`src/lpr_pkg.sv`:
```
// ----------------------------------------------------------------------------
// LRU page replacement package
// Shared constants, types and codes for the LRU page replacement block.
// ----------------------------------------------------------------------------
package lpr_pkg;

   localparam int MaxFrames   = 16;
   localparam int PageWidth   = 16;
   localparam int FaultWidth  = 16;
   localparam int FramesWidth = 5;
   localparam int SlotWidth   = (MaxFrames > 1) ? $clog2(MaxFrames) : 1;
   localparam int CountWidth  = $clog2(MaxFrames + 1);

   localparam logic [FramesWidth-1:0] ResetFrames = FramesWidth'(4);

   typedef enum logic [1:0] {
      ST_IDLE,
      ST_SCAN,
      ST_APPEND,
      ST_DONE
   } state_type;

   // Access to the recency chain memory.
   typedef struct packed {
      logic                 wr_en;
      logic [SlotWidth-1:0] wr_addr;
      logic [PageWidth-1:0] wr_data;
      logic                 rd_en;
      logic [SlotWidth-1:0] rd_addr;
   } ram_req_type;

   typedef struct packed {
      logic                  hit;
      logic                  evicted;
      logic [PageWidth-1:0]  evicted_page;
      logic [FaultWidth-1:0] fault_count;
   } result_type;

endpackage

```
`src/lpr_chain_ram.sv`:
```
// ----------------------------------------------------------------------------
// LRU recency chain memory
// One write and one registered read per cycle; slot 0 is the most recent page.
// ----------------------------------------------------------------------------
module lpr_chain_ram
   import lpr_pkg::*;
(
   input  logic                 clock,
   input  ram_req_type          ram_req,
   output logic [PageWidth-1:0] rd_data
);

   logic [PageWidth-1:0] mem [MaxFrames];
   logic [PageWidth-1:0] rd_data_ff;

   always_ff @(posedge clock) begin
      if (ram_req.wr_en) begin
         mem[ram_req.wr_addr] <= ram_req.wr_data;
      end
      if (ram_req.rd_en) begin
         rd_data_ff <= mem[ram_req.rd_addr];
      end
   end

   assign rd_data = rd_data_ff;

endmodule

```
`src/lpr_ctrl.sv`:
```
// ----------------------------------------------------------------------------
// LRU chain controller
// Walks the recency chain one slot per cycle, compares and shifts it in place,
// and keeps the fill count and the saturating fault count.
// ----------------------------------------------------------------------------
module lpr_ctrl
   import lpr_pkg::*;
(
   input  logic                   clock,
   input  logic                   reset,
   input  logic [FramesWidth-1:0] frames_cfg,
   input  logic                   item_valid,
   output logic                   item_ready,
   input  logic [PageWidth-1:0]   item_page,
   input  logic                   item_last,
   output ram_req_type            ram_req,
   input  logic [PageWidth-1:0]   rd_data,
   output logic                   done_valid,
   input  logic                   done_ready,
   output result_type             done_result
);

   state_type state_ff, state_in;

   logic [PageWidth-1:0]  page_ff, page_in;
   logic                  last_ff, last_in;
   logic [PageWidth-1:0]  carry_ff, carry_in;
   logic [SlotWidth-1:0]  idx_ff, idx_in;
   logic [CountWidth-1:0] live_ff, live_in;
   logic [CountWidth-1:0] nf_ff, nf_in;
   logic                  full_ff, full_in;
   logic [CountWidth-1:0] filled_ff, filled_in;
   logic [FaultWidth-1:0] faults_ff, faults_in;
   logic                  hit_ff, hit_in;
   logic                  ev_ff, ev_in;
   logic [PageWidth-1:0]  ev_page_ff, ev_page_in;

   logic [CountWidth-1:0] usable;
   logic [CountWidth-1:0] live_now;
   logic                  accept;
   logic                  match;
   logic                  at_end;
   logic                  finish;
   logic [FaultWidth-1:0] faults_next;

   // A frame setting of zero acts as one, and one above the chain depth as the depth.
   always_comb begin
      if (frames_cfg == '0) begin
         usable = CountWidth'(1);
      end else if (CountWidth'(frames_cfg) > CountWidth'(MaxFrames)) begin
         usable = CountWidth'(MaxFrames);
      end else begin
         usable = CountWidth'(frames_cfg);
      end
   end

   assign live_now = (filled_ff < usable) ? filled_ff : usable;
   assign accept   = item_valid && item_ready;
   assign match    = (rd_data == page_ff);
   assign at_end   = ((CountWidth'(idx_ff) + CountWidth'(1)) == live_ff);
   assign finish   = done_valid && done_ready;

   always_comb begin
      if (!hit_ff && (faults_ff != '1)) begin
         faults_next = faults_ff + FaultWidth'(1);
      end else begin
         faults_next = faults_ff;
      end
   end

   // Next state.
   always_comb begin
      state_in = state_ff;
      case (state_ff)
         ST_IDLE: begin
            if (accept) begin
               state_in = (live_now == '0) ? ST_APPEND : ST_SCAN;
            end
         end
         ST_SCAN: begin
            if (match) begin
               state_in = ST_DONE;
            end else if (at_end) begin
               state_in = full_ff ? ST_DONE : ST_APPEND;
            end
         end
         ST_APPEND: state_in = ST_DONE;
         ST_DONE: begin
            if (done_ready) begin
               state_in = ST_IDLE;
            end
         end
         default: state_in = ST_IDLE;
      endcase
   end

   // Outputs and memory accesses.
   always_comb begin
      item_ready      = 1'b0;
      done_valid      = 1'b0;
      ram_req.wr_en   = 1'b0;
      ram_req.wr_addr = idx_ff;
      ram_req.wr_data = carry_ff;
      ram_req.rd_en   = 1'b0;
      ram_req.rd_addr = idx_ff + SlotWidth'(1);
      case (state_ff)
         ST_IDLE: begin
            item_ready      = 1'b1;
            ram_req.rd_en   = item_valid;
            ram_req.rd_addr = '0;
         end
         ST_SCAN: begin
            // The slot just read takes the page that was one place ahead of it.
            ram_req.wr_en = 1'b1;
            ram_req.rd_en = !match && !at_end;
         end
         ST_APPEND: ram_req.wr_en = 1'b1;
         ST_DONE:   done_valid    = 1'b1;
         default: begin
            item_ready = 1'b0;
         end
      endcase
   end

   assign done_result.hit          = hit_ff;
   assign done_result.evicted      = ev_ff;
   assign done_result.evicted_page = ev_page_ff;
   assign done_result.fault_count  = faults_next;

   // Datapath next values.
   always_comb begin
      page_in    = page_ff;
      last_in    = last_ff;
      carry_in   = carry_ff;
      idx_in     = idx_ff;
      live_in    = live_ff;
      nf_in      = nf_ff;
      full_in    = full_ff;
      filled_in  = filled_ff;
      faults_in  = faults_ff;
      hit_in     = hit_ff;
      ev_in      = ev_ff;
      ev_page_in = ev_page_ff;
      if (accept) begin
         page_in    = item_page;
         last_in    = item_last;
         carry_in   = item_page;
         idx_in     = '0;
         live_in    = live_now;
         nf_in      = usable;
         full_in    = (filled_ff >= usable);
         hit_in     = 1'b0;
         ev_in      = 1'b0;
         ev_page_in = '0;
      end
      if (state_ff == ST_SCAN) begin
         if (match) begin
            hit_in = 1'b1;
         end else if (at_end && full_ff) begin
            ev_in      = 1'b1;
            ev_page_in = rd_data;
         end else begin
            carry_in = rd_data;
            idx_in   = idx_ff + SlotWidth'(1);
         end
      end
      if (finish) begin
         faults_in = faults_next;
         if (!hit_ff) begin
            filled_in = full_ff ? nf_ff : filled_ff + CountWidth'(1);
         end
         if (last_ff) begin
            faults_in = '0;
            filled_in = '0;
         end
      end
   end

   always_ff @(posedge clock) begin
      if (reset) begin
         state_ff  <= ST_IDLE;
         filled_ff <= '0;
         faults_ff <= '0;
      end else begin
         state_ff  <= state_in;
         filled_ff <= filled_in;
         faults_ff <= faults_in;
      end
   end

   always_ff @(posedge clock) begin
      page_ff    <= page_in;
      last_ff    <= last_in;
      carry_ff   <= carry_in;
      idx_ff     <= idx_in;
      live_ff    <= live_in;
      nf_ff      <= nf_in;
      full_ff    <= full_in;
      hit_ff     <= hit_in;
      ev_ff      <= ev_in;
      ev_page_ff <= ev_page_in;
   end

`ifndef SYNTHESIS
   a_hit_no_evict: assert property (@(posedge clock) disable iff (reset)
      done_valid |-> !(done_result.hit && done_result.evicted))
      else $error("hit and eviction reported together");

   a_last_clears: assert property (@(posedge clock) disable iff (reset)
      (finish && last_ff) |=> (filled_ff == '0 && faults_ff == '0))
      else $error("end of string did not clear the chain");

   a_evict_when_full: assert property (@(posedge clock) disable iff (reset)
      (done_valid && ev_ff) |-> (full_ff && !hit_ff))
      else $error("eviction while a free frame was left");

   a_no_port_clash: assert property (@(posedge clock) disable iff (reset)
      (ram_req.wr_en && ram_req.rd_en) |-> (ram_req.wr_addr != ram_req.rd_addr))
      else $error("read and write of the same chain slot in one cycle");

   a_fill_bound: assert property (@(posedge clock) disable iff (reset)
      finish |=> (filled_ff <= CountWidth'(MaxFrames)))
      else $error("fill count beyond the chain depth");
`endif

endmodule

```
`src/lru_page_replacement_top.sv`:
```
// ----------------------------------------------------------------------------
// LRU page replacement
// Keeps resident pages in recency order and reports hits, evictions and faults.
// ----------------------------------------------------------------------------
// Each page reference is handled by walking the recency chain, which lives in
// a single-port-read memory, one slot per cycle from the most recent page on.
// A hit ends the walk at the page's chain position. A miss walks all L live
// slots, where L is the smaller of the filled frames and the frame setting;
// with all frames full the last page is evicted, else the page is appended
// in a free frame by a further write step. A result waits in an output
// register, so the next reference is taken while it is held. No clearing
// pass follows reset. The frame setting must be written only while the
// block is idle; the block itself does not enforce this.
// ----------------------------------------------------------------------------
module lru_page_replacement_top
   import lpr_pkg::*;
(
   input  logic                   clock,
   input  logic                   reset,
   // Page reference stream.
   input  logic                   req_tvalid,
   output logic                   req_tready,
   input  logic [15:0]            req_tdata,   // [15:0] page
   input  logic                   req_tlast,   // last_of_string
   // Result stream.
   output logic                   rsp_tvalid,
   input  logic                   rsp_tready,
   output logic [31:0]            rsp_tdata,   // [15:0] evicted_page, [31:16] fault_count
   output logic [1:0]             rsp_tuser,   // [0] hit, [1] evicted
   // Frame setting.
   input  logic                   csr_valid,
   output logic                   csr_ready,
   input  logic [FramesWidth-1:0] csr_wdata    // frames_in_use
);

   logic [FramesWidth-1:0] frames_ff, frames_in;
   logic                   rsp_valid_ff, rsp_valid_in;
   result_type             rsp_data_ff, rsp_data_in;

   ram_req_type            ram_req;
   logic [PageWidth-1:0]   rd_data;
   logic                   done_valid;
   logic                   done_ready;
   result_type             done_result;

   assign csr_ready = 1'b1;
   assign frames_in = (csr_valid && csr_ready) ? csr_wdata : frames_ff;

   lpr_chain_ram u_ram (
      .clock   (clock),
      .ram_req (ram_req),
      .rd_data (rd_data)
   );

   lpr_ctrl u_ctrl (
      .clock       (clock),
      .reset       (reset),
      .frames_cfg  (frames_ff),
      .item_valid  (req_tvalid),
      .item_ready  (req_tready),
      .item_page   (req_tdata[PageWidth-1:0]),
      .item_last   (req_tlast),
      .ram_req     (ram_req),
      .rd_data     (rd_data),
      .done_valid  (done_valid),
      .done_ready  (done_ready),
      .done_result (done_result)
   );

   assign done_ready = !rsp_valid_ff || rsp_tready;

   always_comb begin
      rsp_valid_in = rsp_valid_ff;
      rsp_data_in  = rsp_data_ff;
      if (done_valid && done_ready) begin
         rsp_valid_in = 1'b1;
         rsp_data_in  = done_result;
      end else if (rsp_tready) begin
         rsp_valid_in = 1'b0;
      end
   end

   always_ff @(posedge clock) begin
      if (reset) begin
         frames_ff    <= ResetFrames;
         rsp_valid_ff <= 1'b0;
      end else begin
         frames_ff    <= frames_in;
         rsp_valid_ff <= rsp_valid_in;
      end
   end

   always_ff @(posedge clock) begin
      rsp_data_ff <= rsp_data_in;
   end

   assign rsp_tvalid = rsp_valid_ff;
   assign rsp_tdata  = {rsp_data_ff.fault_count, rsp_data_ff.evicted_page};
   assign rsp_tuser  = {rsp_data_ff.evicted, rsp_data_ff.hit};

endmodule
```
`config.mk`:
```
export PLATFORM = sky130hd
export DESIGN_NAME = lru_page_replacement_top
export DESIGN_NICKNAME = d
export VERILOG_FILES = /design/src/lpr_pkg.sv /design/src/lpr_chain_ram.sv /design/src/lpr_ctrl.sv /design/src/lru_page_replacement_top.sv
export SDC_FILE = /design/constraint.sdc
export NUM_CORES = 1
export LEC_CHECK = 0
export ABC_AREA = 1
export BUFFER_PORTS_ARGS = -buffer_cell sky130_fd_sc_hd__clkbuf_2
export CAP_MARGIN = 40
export CORE_MARGIN = 4
export CORE_UTILIZATION = 62
export DETAILED_ROUTE_END_ITERATION = 6
export PLACE_DENSITY = 0.8
export SYNTH_ARGS = -nofsm -noshare
export SYNTH_HDL_FRONTEND = slang
export SYNTH_SLANG_ARGS = --single-unit
```
`constraint.sdc`:
```
create_clock -name clock -period 2.6 [get_ports clock]
set_clock_uncertainty 0.1 [all_clocks]
set_input_delay 0.13 -clock clock [delete_from_list [all_inputs] [get_ports clock]]
set_output_delay 0.13 -clock clock [all_outputs]
set_load 0.02 [all_outputs]
```
==> reports/qor.csv, run 1 <==
stage,metric,value,unit
job,Max Cap Viol,0,
yosys,mux cell area share after synthesis,0,%
detailed_routing,DRC viols,0,
sta,worst hold margin,0.0342,ns
yosys,Simple-Gate Fraction of Synth Area,14.0,%
yosys,top area cells in the synthesized netlist,"edfxtp_1, dfxtp_1, nor2_1, nand2_1, o21ai_0",
worst_setup_path,type of the worst setup path,flop to flop,
grt,pin count of the biggest net entering global routing,103,
floorplan,chip width,172,um
status,outcome,"complete, no violations",
sta,achievable frequency,0.409,GHz
pwr,switch share,33.6,%
detailed_routing,drt pass-1 iters,5,
worst_setup_path,"slowest stage delay, CP",0.46,ns
detailed_routing,Via Count,11500,
finish,# fillers,1651,
clock_tree,Clock Latency Late Sink,0.53,ns
worst_setup_path,R2R Path Start,u_ctrl.state_ff[0],
worst_setup_path,"Arr. time, crit path",2.62,ns
worst_setup_path,crit path buf inv count,4,
finish,Final nets,1603,
yosys,Compound-Gate Fraction of Synth Area,10.9,%
sta,final worst path period need,2.45,ns
pwr,VDD IR max,0.839,mV
yosys,synth unique cells,46,
yosys,post-synthesis adder-cell area fraction,1.13,%
worst_setup_path,Worst path slowest cell,clkinvlp_4,
sta,fin. max-slew vios,0,
worst_setup_path,Worst Setup Start Kind,flop,
yosys,syn_area_per_cell,11.4,um^2
grt,first-pass GRT wire length,59.7,mm
clock_tree,post-CTS setup buffers,0,
floorplan,Initial Utilization,63.3,%
grt,All-Layer GR Usage,26.1,%
grt,total gr overflow,0,
grt,initial antenna violation count,0,
min_path,hold path startpoint,reset,
worst_setup_path,Critical Path RT,2.77,ns
worst_setup_path,launch point of the worst path,u_ctrl.state_ff[0],
detailed_routing,WL/cell,20.0,um
yosys,leading area contributor after synthesis,edfxtp_1,
finish,Syn-to-layout area delta,14.5,%
sta,period utilization,94.2,%
sta,RSZ-0062 raised after global routing,false,
pwr,Gate power share,25.3,%
clock_tree,CTS Buf Count,40,
yosys,Syn Inst Count,1450,
floorplan,Row Count,59,
clock_tree,clock slew at reported path FFs,0.06,ns
yosys,"Warnings, synthesis",0,
finish,most frequent cells in the layout,"edfxtp_1, nor2_1, nand2_1",
floorplan,# IOs,64,
finish,layout cells sized above 1,14.2,%
detailed_routing,WL final,38.6,mm
worst_setup_path,Crit Path Max Fanout,16,
clock_tree,clock sink total,401,
finish,final core utilization,72.5,%
worst_setup_path,"Critical Path, Cell by Cell",inv_1 -> ha_1 -> buf_4 -> inv_1 -> nand2_1 -> clkinvlp_4 -> o211ai_1 -> nand2_1,
pwr,sw power,0.00685,W
place,HPWL Detailed,23.1,mm
yosys,Syn Nets,1492,
yosys,#FFs+latches synth,401,
clock_tree,CTS tree,yes,
yosys,mapped cell area,16600,um^2
sta,Final Setup Violations,0,
yosys,proportion of synthesized chip area in sequential cells,68.5,%
floorplan,die area,29500,um^2
place,GP Congestion,0.885,
worst_setup_path,CP top delay family,buffers and inverters,
grt,vias in the first global route,11100,
place,PortBufs,62,
floorplan,Chip Height,172,um
sta,measured slew at the worst slew-check pin,0.750,ns
sta,setup_tns,0,ns
clock_tree,CTS Root Cell,clkbuf_16,
worst_setup_path,Critical Path Sink Type,flop,
yosys,post-synth top area share,60.4,%
detailed_routing,initial drt markers,1356,
floorplan,Core Region,26200,um^2
finish,"commonest non-fill, non-tap cell in the layout",edfxtp_1,
clock_tree,Clock Tree Buf Depth,3,
pwr,Power Internal,0.0135,W
sta,final hold viol count,0,
sta,Slew HR,49.9,%
pwr,leak pwr,7.04,nW
pwr,Clk pwr share,27.3,%
clock_tree,H-tree levels,2,
detailed_routing,Routed Antenna Nets,0,
min_path,Tightest Hold Check Type,primary input to flop,
yosys,largest family of logic cells by synthesized area,simple AND/OR/NAND/NOR gates,
detailed_routing,vias per inst,5.98,
yosys,XOR/XNOR Fraction of Synth Area,0.889,%
pwr,Flop pwr share,47.4,%
pwr,Power Density,1070,nW/um^2
## worst reg2reg max path: cells and delay by family, from the launching register on
| family | cells | cell delay, ns |
|---|---|---|
| adders and majority gates | 1 | 0.34 |
| and+or+nand+nor | 2 | 0.21 |
| DFF | 1 | 0.33 |
| AOI/OAI and AO/OA | 1 | 0.35 |
| buffers and inverters | 4 | 0.85 |
## flip-flops by register name (all words and copies together) (netlist names), 2 cells and up
signal             cells
u_ram.mem            256
rsp_tdata             32
u_ctrl.carry_ff       16
u_ctrl.ev_page_ff     16
u_ctrl.faults_ff      16
u_ctrl.page_ff        16
u_ram.rd_data         16
frames_ff              5
u_ctrl.filled_ff       5
u_ctrl.live_ff         5
u_ctrl.nf_ff           5
u_ctrl.idx_ff          4
rsp_tuser              2
u_ctrl.state_ff        2
## path summary, 6_finish.rpt
kind	to	slack [ns]	cells past startpoint
worst max register to register	u_ram.rd_data[12]	0.15	8
worst min-delay path	u_ctrl.filled_ff[2]	0.03	2
worst min register to register	rsp_tuser[1]	0.34	0
worst max-delay path	u_ram.rd_data[12]	0.15	8
## cell usage after synthesis, drive strengths merged
cell type	number
nor2	264
o211ai	36
a21o	1
clkbuf	28
a21oi	50
o32ai	25
o21a	3
clkinv	1
or2	1
edfxtp	334
nand2	249
nor3	6
nand3b	2
nand3	36
inv	94
buf	47
ha	15
nand4	9
a211oi	1
o2111ai	1
o21ai	117
o31ai	1
dfxtp	67
o22ai	7
o221ai	13
xor2	14
a21boi	2
o311ai	20
xnor2	2
conb	1
a22oi	3
## power groups by stage
stage / combinational (W) / sequential (W) / clock (W)
finish: 0.00516 / 0.00965 / 0.00556
global route: 0.00572 / 0.00974 / 0.00587
CTS: 0.00511 / 0.00960 / 0.00561
detailed placement: 0.00500 / 0.00972 / 0
global placement: 0.00485 / 0.00967 / 0
floorplan: 0.00360 / 0.00932 / 0
## routing by layer
layer | share of wire, % | global-route usage, %
met2 | 47 | 42.5
met4 | 3.1 | 9.78
met1 | 41 | 35.4
met3 | 8.7 | 4.87
met5 | 0 | 0
## per-stage QoR
step | setup WS, ns | cells | total power [W] | cell area, um^2
2_1_floorplan | 0.142 | 1450 | 0.0129 | 16600
3_3_place_gp | 0.302 | 1822 | 0.0145 | 17400
3_5_place_dp | 0.215 | 1822 | 0.0147 | 17400
4_1_cts | 0.170 | 1924 | 0.0203 | 19000
5_1_grt | 0.0106 | 1924 | 0.0213 | 19000
6_report | 0.152 | 1925 | 0.0204 | 19000
## cell families after synthesis
| group | Yosys count |
|---|---|
| flip-flops | 401 |
| XOR/XNOR | 16 |
| AND/OR/NAND/NOR | 567 |
| other | 1 |
| adder cells (fa/ha/maj) | 15 |
| AO/OA/AOI/OAI | 280 |
| buffers and inverters | 170 |
## cell type report
type                    count  area [um^2]  area share (%)
clock inverters            23          216            1.14
inverters                  95          362            1.90
flip-flops and latches    401        11400            59.8
clock buffers              47         1040            5.46
diodes                      1         2.50          0.0132
well taps                 335          419            2.20
multi-input cells         879         4510            23.7
repair buffers            144         1090            5.75
## repair_timing
action	CTS	global route
endpoints found under the hold margin	39	0
endpoints found under the setup margin	0	3
gates resized for setup	0	4
hold buffers	32	0
Power figures use the tool's default switching activity.
==> run 2: changes to the inputs <==
CORE_ASPECT_RATIO = 0.8   (was unset)
==> run 2 against run 1 <==
  * Worst hold slack gained 0.014 ns
  * Global-route usage is 0.18 points higher
  * Clock power decreased by 2%
  * Register-to-register slack about the same
  * Utilization decreased by 0.30 points
  * Power shrank 0.16%
  * Combinational power increased by 3%
  * Count of clock-buffer cells in the layout up 1
  * Flip-flop and latch count did not move
  * Sequential power is 0.5% lower
  * First-iteration DRC count down 2.2%
==> reports/qor.csv, run 2 (synthesized netlist as in run 1, its figures left out) <==
stage,metric,value,unit
detailed_routing,drt pass-1 iters,5,
finish,largest register by flop count,u_ram.mem,
finish,Finished Layout Cells,1942,
status,outcome,"complete, no violations",
sta,Final Worst Setup Slack,0.163,ns
clock_tree,CTS tree,yes,
finish,max reg flops,256,
pwr,leak pwr,7.03,nW
detailed_routing,Via Count,11600,
sta,final hold viol count,0,
grt,All-Layer GR Usage,26.3,%
finish,layout cells sized above 1,14.3,%
floorplan,die area,29500,um^2
worst_setup_path,Worst Setup Start Kind,flop,
place,GP Congestion,0.921,
sta,Final Setup Violations,0,
pwr,VDD IR max,0.640,mV
worst_setup_path,Crit Path Max Fanout,27,
finish,most frequent cells in the layout,"edfxtp_1, nor2_1, nand2_1",
grt,total gr overflow,0,
floorplan,Initial Utilization,63.1,%
grt,first-pass GRT wire length,60.4,mm
detailed_routing,WL/cell,20.1,um
detailed_routing,Routed Antenna Nets,0,
place,pre-CTS setup slack,0.196,ns
detailed_routing,vias per inst,5.96,
detailed_routing,uppermost layer routed,met5,
detailed_routing,M1 wire length,15.9,mm
worst_setup_path,Critical Path RT,2.77,ns
sta,Slew HR,44.4,%
min_path,hold path startpoint,req_tvalid,
worst_setup_path,R2R Path Start,u_ctrl.idx_ff[0],
worst_setup_path,reg2reg path depth,9,
worst_setup_path,worst setup path end,u_ram.rd_data[6],
worst_setup_path,launch point of the worst path,u_ctrl.idx_ff[0],
job,Max Cap Viol,0,
grt,initial antenna violation count,1,
floorplan,Core Region,26300,um^2
worst_setup_path,type of the worst setup path,flop to flop,
clock_tree,clock sink total,401,
clock_tree,Clock Latency Late Sink,0.53,ns
sta,achievable frequency,0.410,GHz
detailed_routing,met2 routed WL,18.1,mm
finish,antenna cells,0,
detailed_routing,DRC viols,0,
detailed_routing,WL final,39.0,mm
min_path,Tightest Hold Check Type,primary input to flop,
detailed_routing,initial drt markers,1326,
clock_tree,CTS Buf Count,38,
clock_tree,CTS Root Cell,clkbuf_16,
grt,vias in the first global route,11100,
finish,"commonest non-fill, non-tap cell in the layout",edfxtp_1,
grt,pin count of the biggest net entering global routing,97,
worst_setup_path,"Arr. time, crit path",2.60,ns
sta,period utilization,93.7,%
place,Placed Instances,1842,
floorplan,Row Count,53,
sta,fin. max-slew vios,0,
sta,final worst path period need,2.44,ns
place,HPWL Detailed,22.9,mm
worst_setup_path,reg2reg setup slack,0.16,ns
worst_setup_path,Critical Path Sink Type,flop,
place,PortBufs,62,
floorplan,Chip Height,154,um
clock_tree,clock slew at reported path FFs,0.06,ns
finish,Syn-to-layout area delta,14.6,%
finish,Final nets,1599,
clock_tree,post-CTS setup buffers,0,
floorplan,chip width,191,um
clock_tree,Clock Tree Buf Depth,3,
worst_setup_path,worst reg2reg endpoint,u_ram.rd_data[6],
pwr,Tot Pwr,0.0203,W
detailed_routing,DR WL met3,4.17,mm
pwr,Power Density,1070,nW/um^2
floorplan,# IOs,64,
clock_tree,H-tree levels,2,
sta,measured slew at the worst slew-check pin,0.834,ns
==> run 2: what timing repair did <==
item	CTS	global route
hold endpoints to repair	39	0
endpoints found under the setup margin	0	2
hold buffers	32	0
resized for setup	0	4
==> run 2: critical path, stage by stage (launching register included) <==
cell and delay (ns):
dfxtp_1 0.36, buf_4 0.18, ha_1 0.22, nand2_1 0.11
nand2_1 0.14, nor2_2 0.08, inv_2 0.43, o221ai_1 0.27
o211ai_1 0.21, nand2_1 0.08
==> run 2: worst min-delay path by stage <==
stage / end / cells past startpoint
2_1_floorplan: u_ctrl.last_ff / 0
3_3_place_gp: u_ctrl.last_ff / 1
3_5_place_dp: u_ctrl.last_ff / 1
4_1_cts: u_ctrl.faults_ff[11] / 2
5_1_grt: u_ctrl.state_ff[1] / 6
6_report: u_ctrl.state_ff[1] / 6
==> run 2: routing by layer <==
metal,vias to the layer above,global-route usage [%]
li1,5314,-
met1,5538,37.8
met4,2,7.25
met5,-,0
met3,68,5.01
met2,646,41.8
==> run 2: final cells by class <==
class                      count  area [um^2]
clock inverter                20          186
multi-input combinational    879         4510
tap                          357          447
fill                        1676         7310
timing repair buffer         142         1120
inverter                      95          358
sequential                   401        11400
clock buffer                  48         1030
==> run 2: metrics by stage <==
step | TNS, ns | utilization, % | hold WS [ns] | area (um^2)
after global placement | 0 | 66.3 | 0.208 | 17500
after global routing | -0.0336 | 72.2 | 0.0762 | 19000
after CTS | 0 | 72.2 | 0.0115 | 19000
after floorplan | 0 | - | 0.129 | 16600
after detailed placement | 0 | 66.3 | 0.209 | 17500
final | 0 | 72.2 | 0.0479 | 19000
==> run 2: power breakdown <==
part | switching, W | internal, W
registers | 0.000999 | 0.00860
logic | 0.00358 | 0.00173
clock network | 0.00231 | 0.00312
total | 0.00689 | 0.0135
==> run 3: changes to the inputs <==
ABC_AREA = 0   (was 1)
CORE_UTILIZATION = 61   (was 62)
PLACE_DENSITY = 0.79   (was 0.8)
==> run 3 against run 2 <==
  * First-iteration DRC count decreased by 21%
  * Final area fell by 0.93%
  * Routed wire length fell by 11%
  * Non-clock buffer count is 3 higher
  * Sequential power about the same
  * Combinational power shrank 7.2%
  * Via count fell by 19%
  * Sequential share of layout area is 0.57 points higher
  * Maximum frequency shrank 2.5%
  * Worst setup slack worse by 0.061 ns
  * Flip-flop and latch count stayed put
  * Die area shrank 0.32%
  * Critical endpoint is now u_ctrl.ev_page_ff[11]
==> reports/qor.csv, run 3 <==
stage,metric,value,unit
status,outcome,"complete, no violations",
yosys,"Primary FF master, synth",edfxtp_1,
detailed_routing,WL/cell,22.7,um
sta,measured slew at the worst slew-check pin,0.742,ns
worst_setup_path,Crit Path Max Fanout,17,
pwr,Tot Pwr,0.0200,W
yosys,most frequent cells after synthesis,"edfxtp_1, mux2i_1, dfxtp_1",
grt,first-pass GRT wire length,54.0,mm
job,Max Cap Viol,0,
finish,layout cells sized above 1,18.8,%
sta,period utilization,96.1,%
worst_setup_path,"slowest stage delay, CP",0.42,ns
finish,"commonest non-fill, non-tap cell in the layout",edfxtp_1,
floorplan,chip width,191,um
detailed_routing,WL final,34.8,mm
yosys,syn_area_per_cell,16.0,um^2
worst_setup_path,"Arr. time, crit path",2.83,ns
worst_setup_path,Critical Path RT,2.93,ns
finish,# fillers,1576,
sta,achievable frequency,0.400,GHz
pwr,Power Density,1060,nW/um^2
clock_tree,Clock Latency Late Sink,0.52,ns
clock_tree,H-tree levels,2,
clock_tree,CTS Buf Count,38,
yosys,leading area contributor after synthesis,edfxtp_1,
yosys,Syn Inst Count,1017,
yosys,count of flip-flops with a built-in enable after synthesis,334,
sta,Slew HR,50.5,%
worst_setup_path,type of the worst setup path,flop to flop,
worst_setup_path,CP top delay family,simple AND/OR/NAND/NOR gates,
grt,All-Layer GR Usage,23.9,%
finish,max reg flops,256,
clock_tree,CTS tree,yes,
yosys,#FFs+latches synth,401,
clock_tree,clock slew at reported path FFs,0.06,ns
floorplan,# IOs,64,
detailed_routing,drt pass-1 iters,5,
sta,Final Setup Violations,0,
yosys,top-count cell post-synth,edfxtp_1,
min_path,Tightest Hold Check Type,primary input to flop,
clock_tree,CTS Root Cell,clkbuf_16,
finish,most frequent cells in the layout,"edfxtp_1, mux2i_1, dfxtp_1",
grt,initial antenna violation count,1,
worst_setup_path,Critical Path Sink Type,flop,
yosys,Syn Nets,1059,
finish,Syn-to-layout area delta,15.8,%
worst_setup_path,Worst path slowest cell,dfxtp_1,
detailed_routing,vias per inst,6.11,
yosys,synth unique cells,59,
grt,pin count of the biggest net entering global routing,38,
clock_tree,Clock Tree Buf Depth,3,
clock_tree,clock sink total,401,
detailed_routing,Via Count,9388,
finish,antenna cells,0,
worst_setup_path,"Critical Path, Cell by Cell",inv_1 -> ha_1 -> xor2_1 -> nor2_1 -> and4_1 -> and4b_1 -> buf_12 -> mux2i_1,
yosys,top area cells in the synthesized netlist,"edfxtp_1, mux2i_1, dfxtp_1, mux4_2, xnor2_1",
detailed_routing,initial drt markers,1047,
sta,setup_tns,0,ns
worst_setup_path,crit path buf inv count,2,
sta,fin. max-slew vios,0,
finish,largest register by flop count,u_ram.mem,
finish,Final nets,1192,
sta,final hold viol count,0,
worst_setup_path,Worst Setup Start Kind,flop,
sta,RSZ-0062 raised after global routing,false,
pwr,leak pwr,6.80,nW
yosys,"Warnings, synthesis",0,
clock_tree,post-CTS setup buffers,0,
yosys,post-synth top area share,61.6,%
floorplan,Chip Height,154,um
floorplan,Row Count,53,
detailed_routing,Routed Antenna Nets,0,
yosys,proportion of synthesized chip area in sequential cells,69.9,%
yosys,ys async rst share,0,%
floorplan,die area,29400,um^2
sta,final worst path period need,2.50,ns
grt,vias in the first global route,9370,
yosys,mapped cell area,16300,um^2
place,HPWL Detailed,20.8,mm
floorplan,Core Region,26300,um^2
place,PortBufs,62,
floorplan,Initial Utilization,62.0,%
detailed_routing,DRC viols,0,
place,GP Congestion,0.821,
pwr,VDD IR max,0.558,mV
grt,total gr overflow,0,
-- run 3: cell types whose count changed after synthesis, sizes merged, moves of 24 or more --
cell	previous run	this run
o211ai	36	2
xnor2	2	26
nand3	36	11
o32ai	25	0
mux2i	0	155
nand2	249	56
mux4	0	32
nor2	264	42
a21oi	50	19
inv	94	32
o21ai	117	34
-- run 3: final cells by class --
type | instances | area [um^2] | area share (%)
flip-flops and latches | 401 | 11400 | 60.3
multi-input cells | 532 | 4540 | 24.1
repair buffers | 145 | 1140 | 6.05
clock buffers | 48 | 1020 | 5.41
well taps | 357 | 447 | 2.37
clock inverters | 22 | 206 | 1.10
inverters | 32 | 120 | 0.637
-- run 3: logic make-up after synthesis --
family	count (synthesis)	share of synthesized area, %
mux	191	14.2
xor+xnor	36	2.02
compound gates	116	4.78
simple gates	173	5.41
flops	401	69.9
fa+ha+maj	15	1.15
buf+inv	84	2.51
other cells	1	0.0230
-- run 3: layer usage --
metal  global-route usage [%]  up-vias  share of wire [%]
met2                     37.2      480                 46
met5                        0        -              0.037
met1                     35.3     4655                 43
met4                     6.36        2                2.4
li1                         -     4184                  -
met3                     4.63       67                8.3
-- run 3: path summary, 6_finish.rpt --
kind / start / end / slack [ns] / cells past startpoint
worst max register to register: u_ctrl.idx_ff[1] / u_ctrl.ev_page_ff[11] / 0.10 / 8
worst max-delay path: u_ctrl.idx_ff[1] / u_ctrl.ev_page_ff[11] / 0.10 / 8
worst min-delay path: req_tlast / u_ctrl.last_ff / 0.24 / 2
worst min register to register: u_ctrl.ev_page_ff[1] / rsp_tdata[1] / 0.33 / 0
-- run 3: repair_timing --
action,CTS,global route
endpoints found under the setup margin,0,4
hold endpoints to repair,50,0
gates resized for setup,0,2
hold buffers,36,0
-- run 3: worst register-to-register path, cell delays in order (launching register included) --
cell     delay [ns]
dfxtp_1        0.42
inv_1          0.11
ha_1           0.35
xor2_1         0.19
nor2_1         0.10
and4_1         0.36
and4b_1        0.32
buf_12         0.19
mux2i_1        0.26
-- run 3: through the flow --
step / area, um^2 / setup WS, ns / hold WS (ns) / cells / util, %
6_report: 18800 / 0.102 / 0.240 / 1537 / 71.8
5_1_grt: 18800 / 0.00204 / 0.219 / 1537 / 71.8
4_1_cts: 18800 / 0.0446 / 0.214 / 1537 / 71.7
3_5_place_dp: 17300 / 0.138 / 0.210 / 1431 / 65.7
3_3_place_gp: 17300 / 0.176 / 0.207 / 1431 / 65.7
2_1_floorplan: 16300 / -0.0167 / 0.129 / 1017 / -
-- run 3: power breakdown --
group / internal [W] / switching (W) / total [W]
Combinational: 0.00212 / 0.00281 / 0.00493
Clock: 0.00311 / 0.00232 / 0.00543
Sequential: 0.00854 / 0.00105 / 0.00960
Total: 0.0138 / 0.00619 / 0.0200
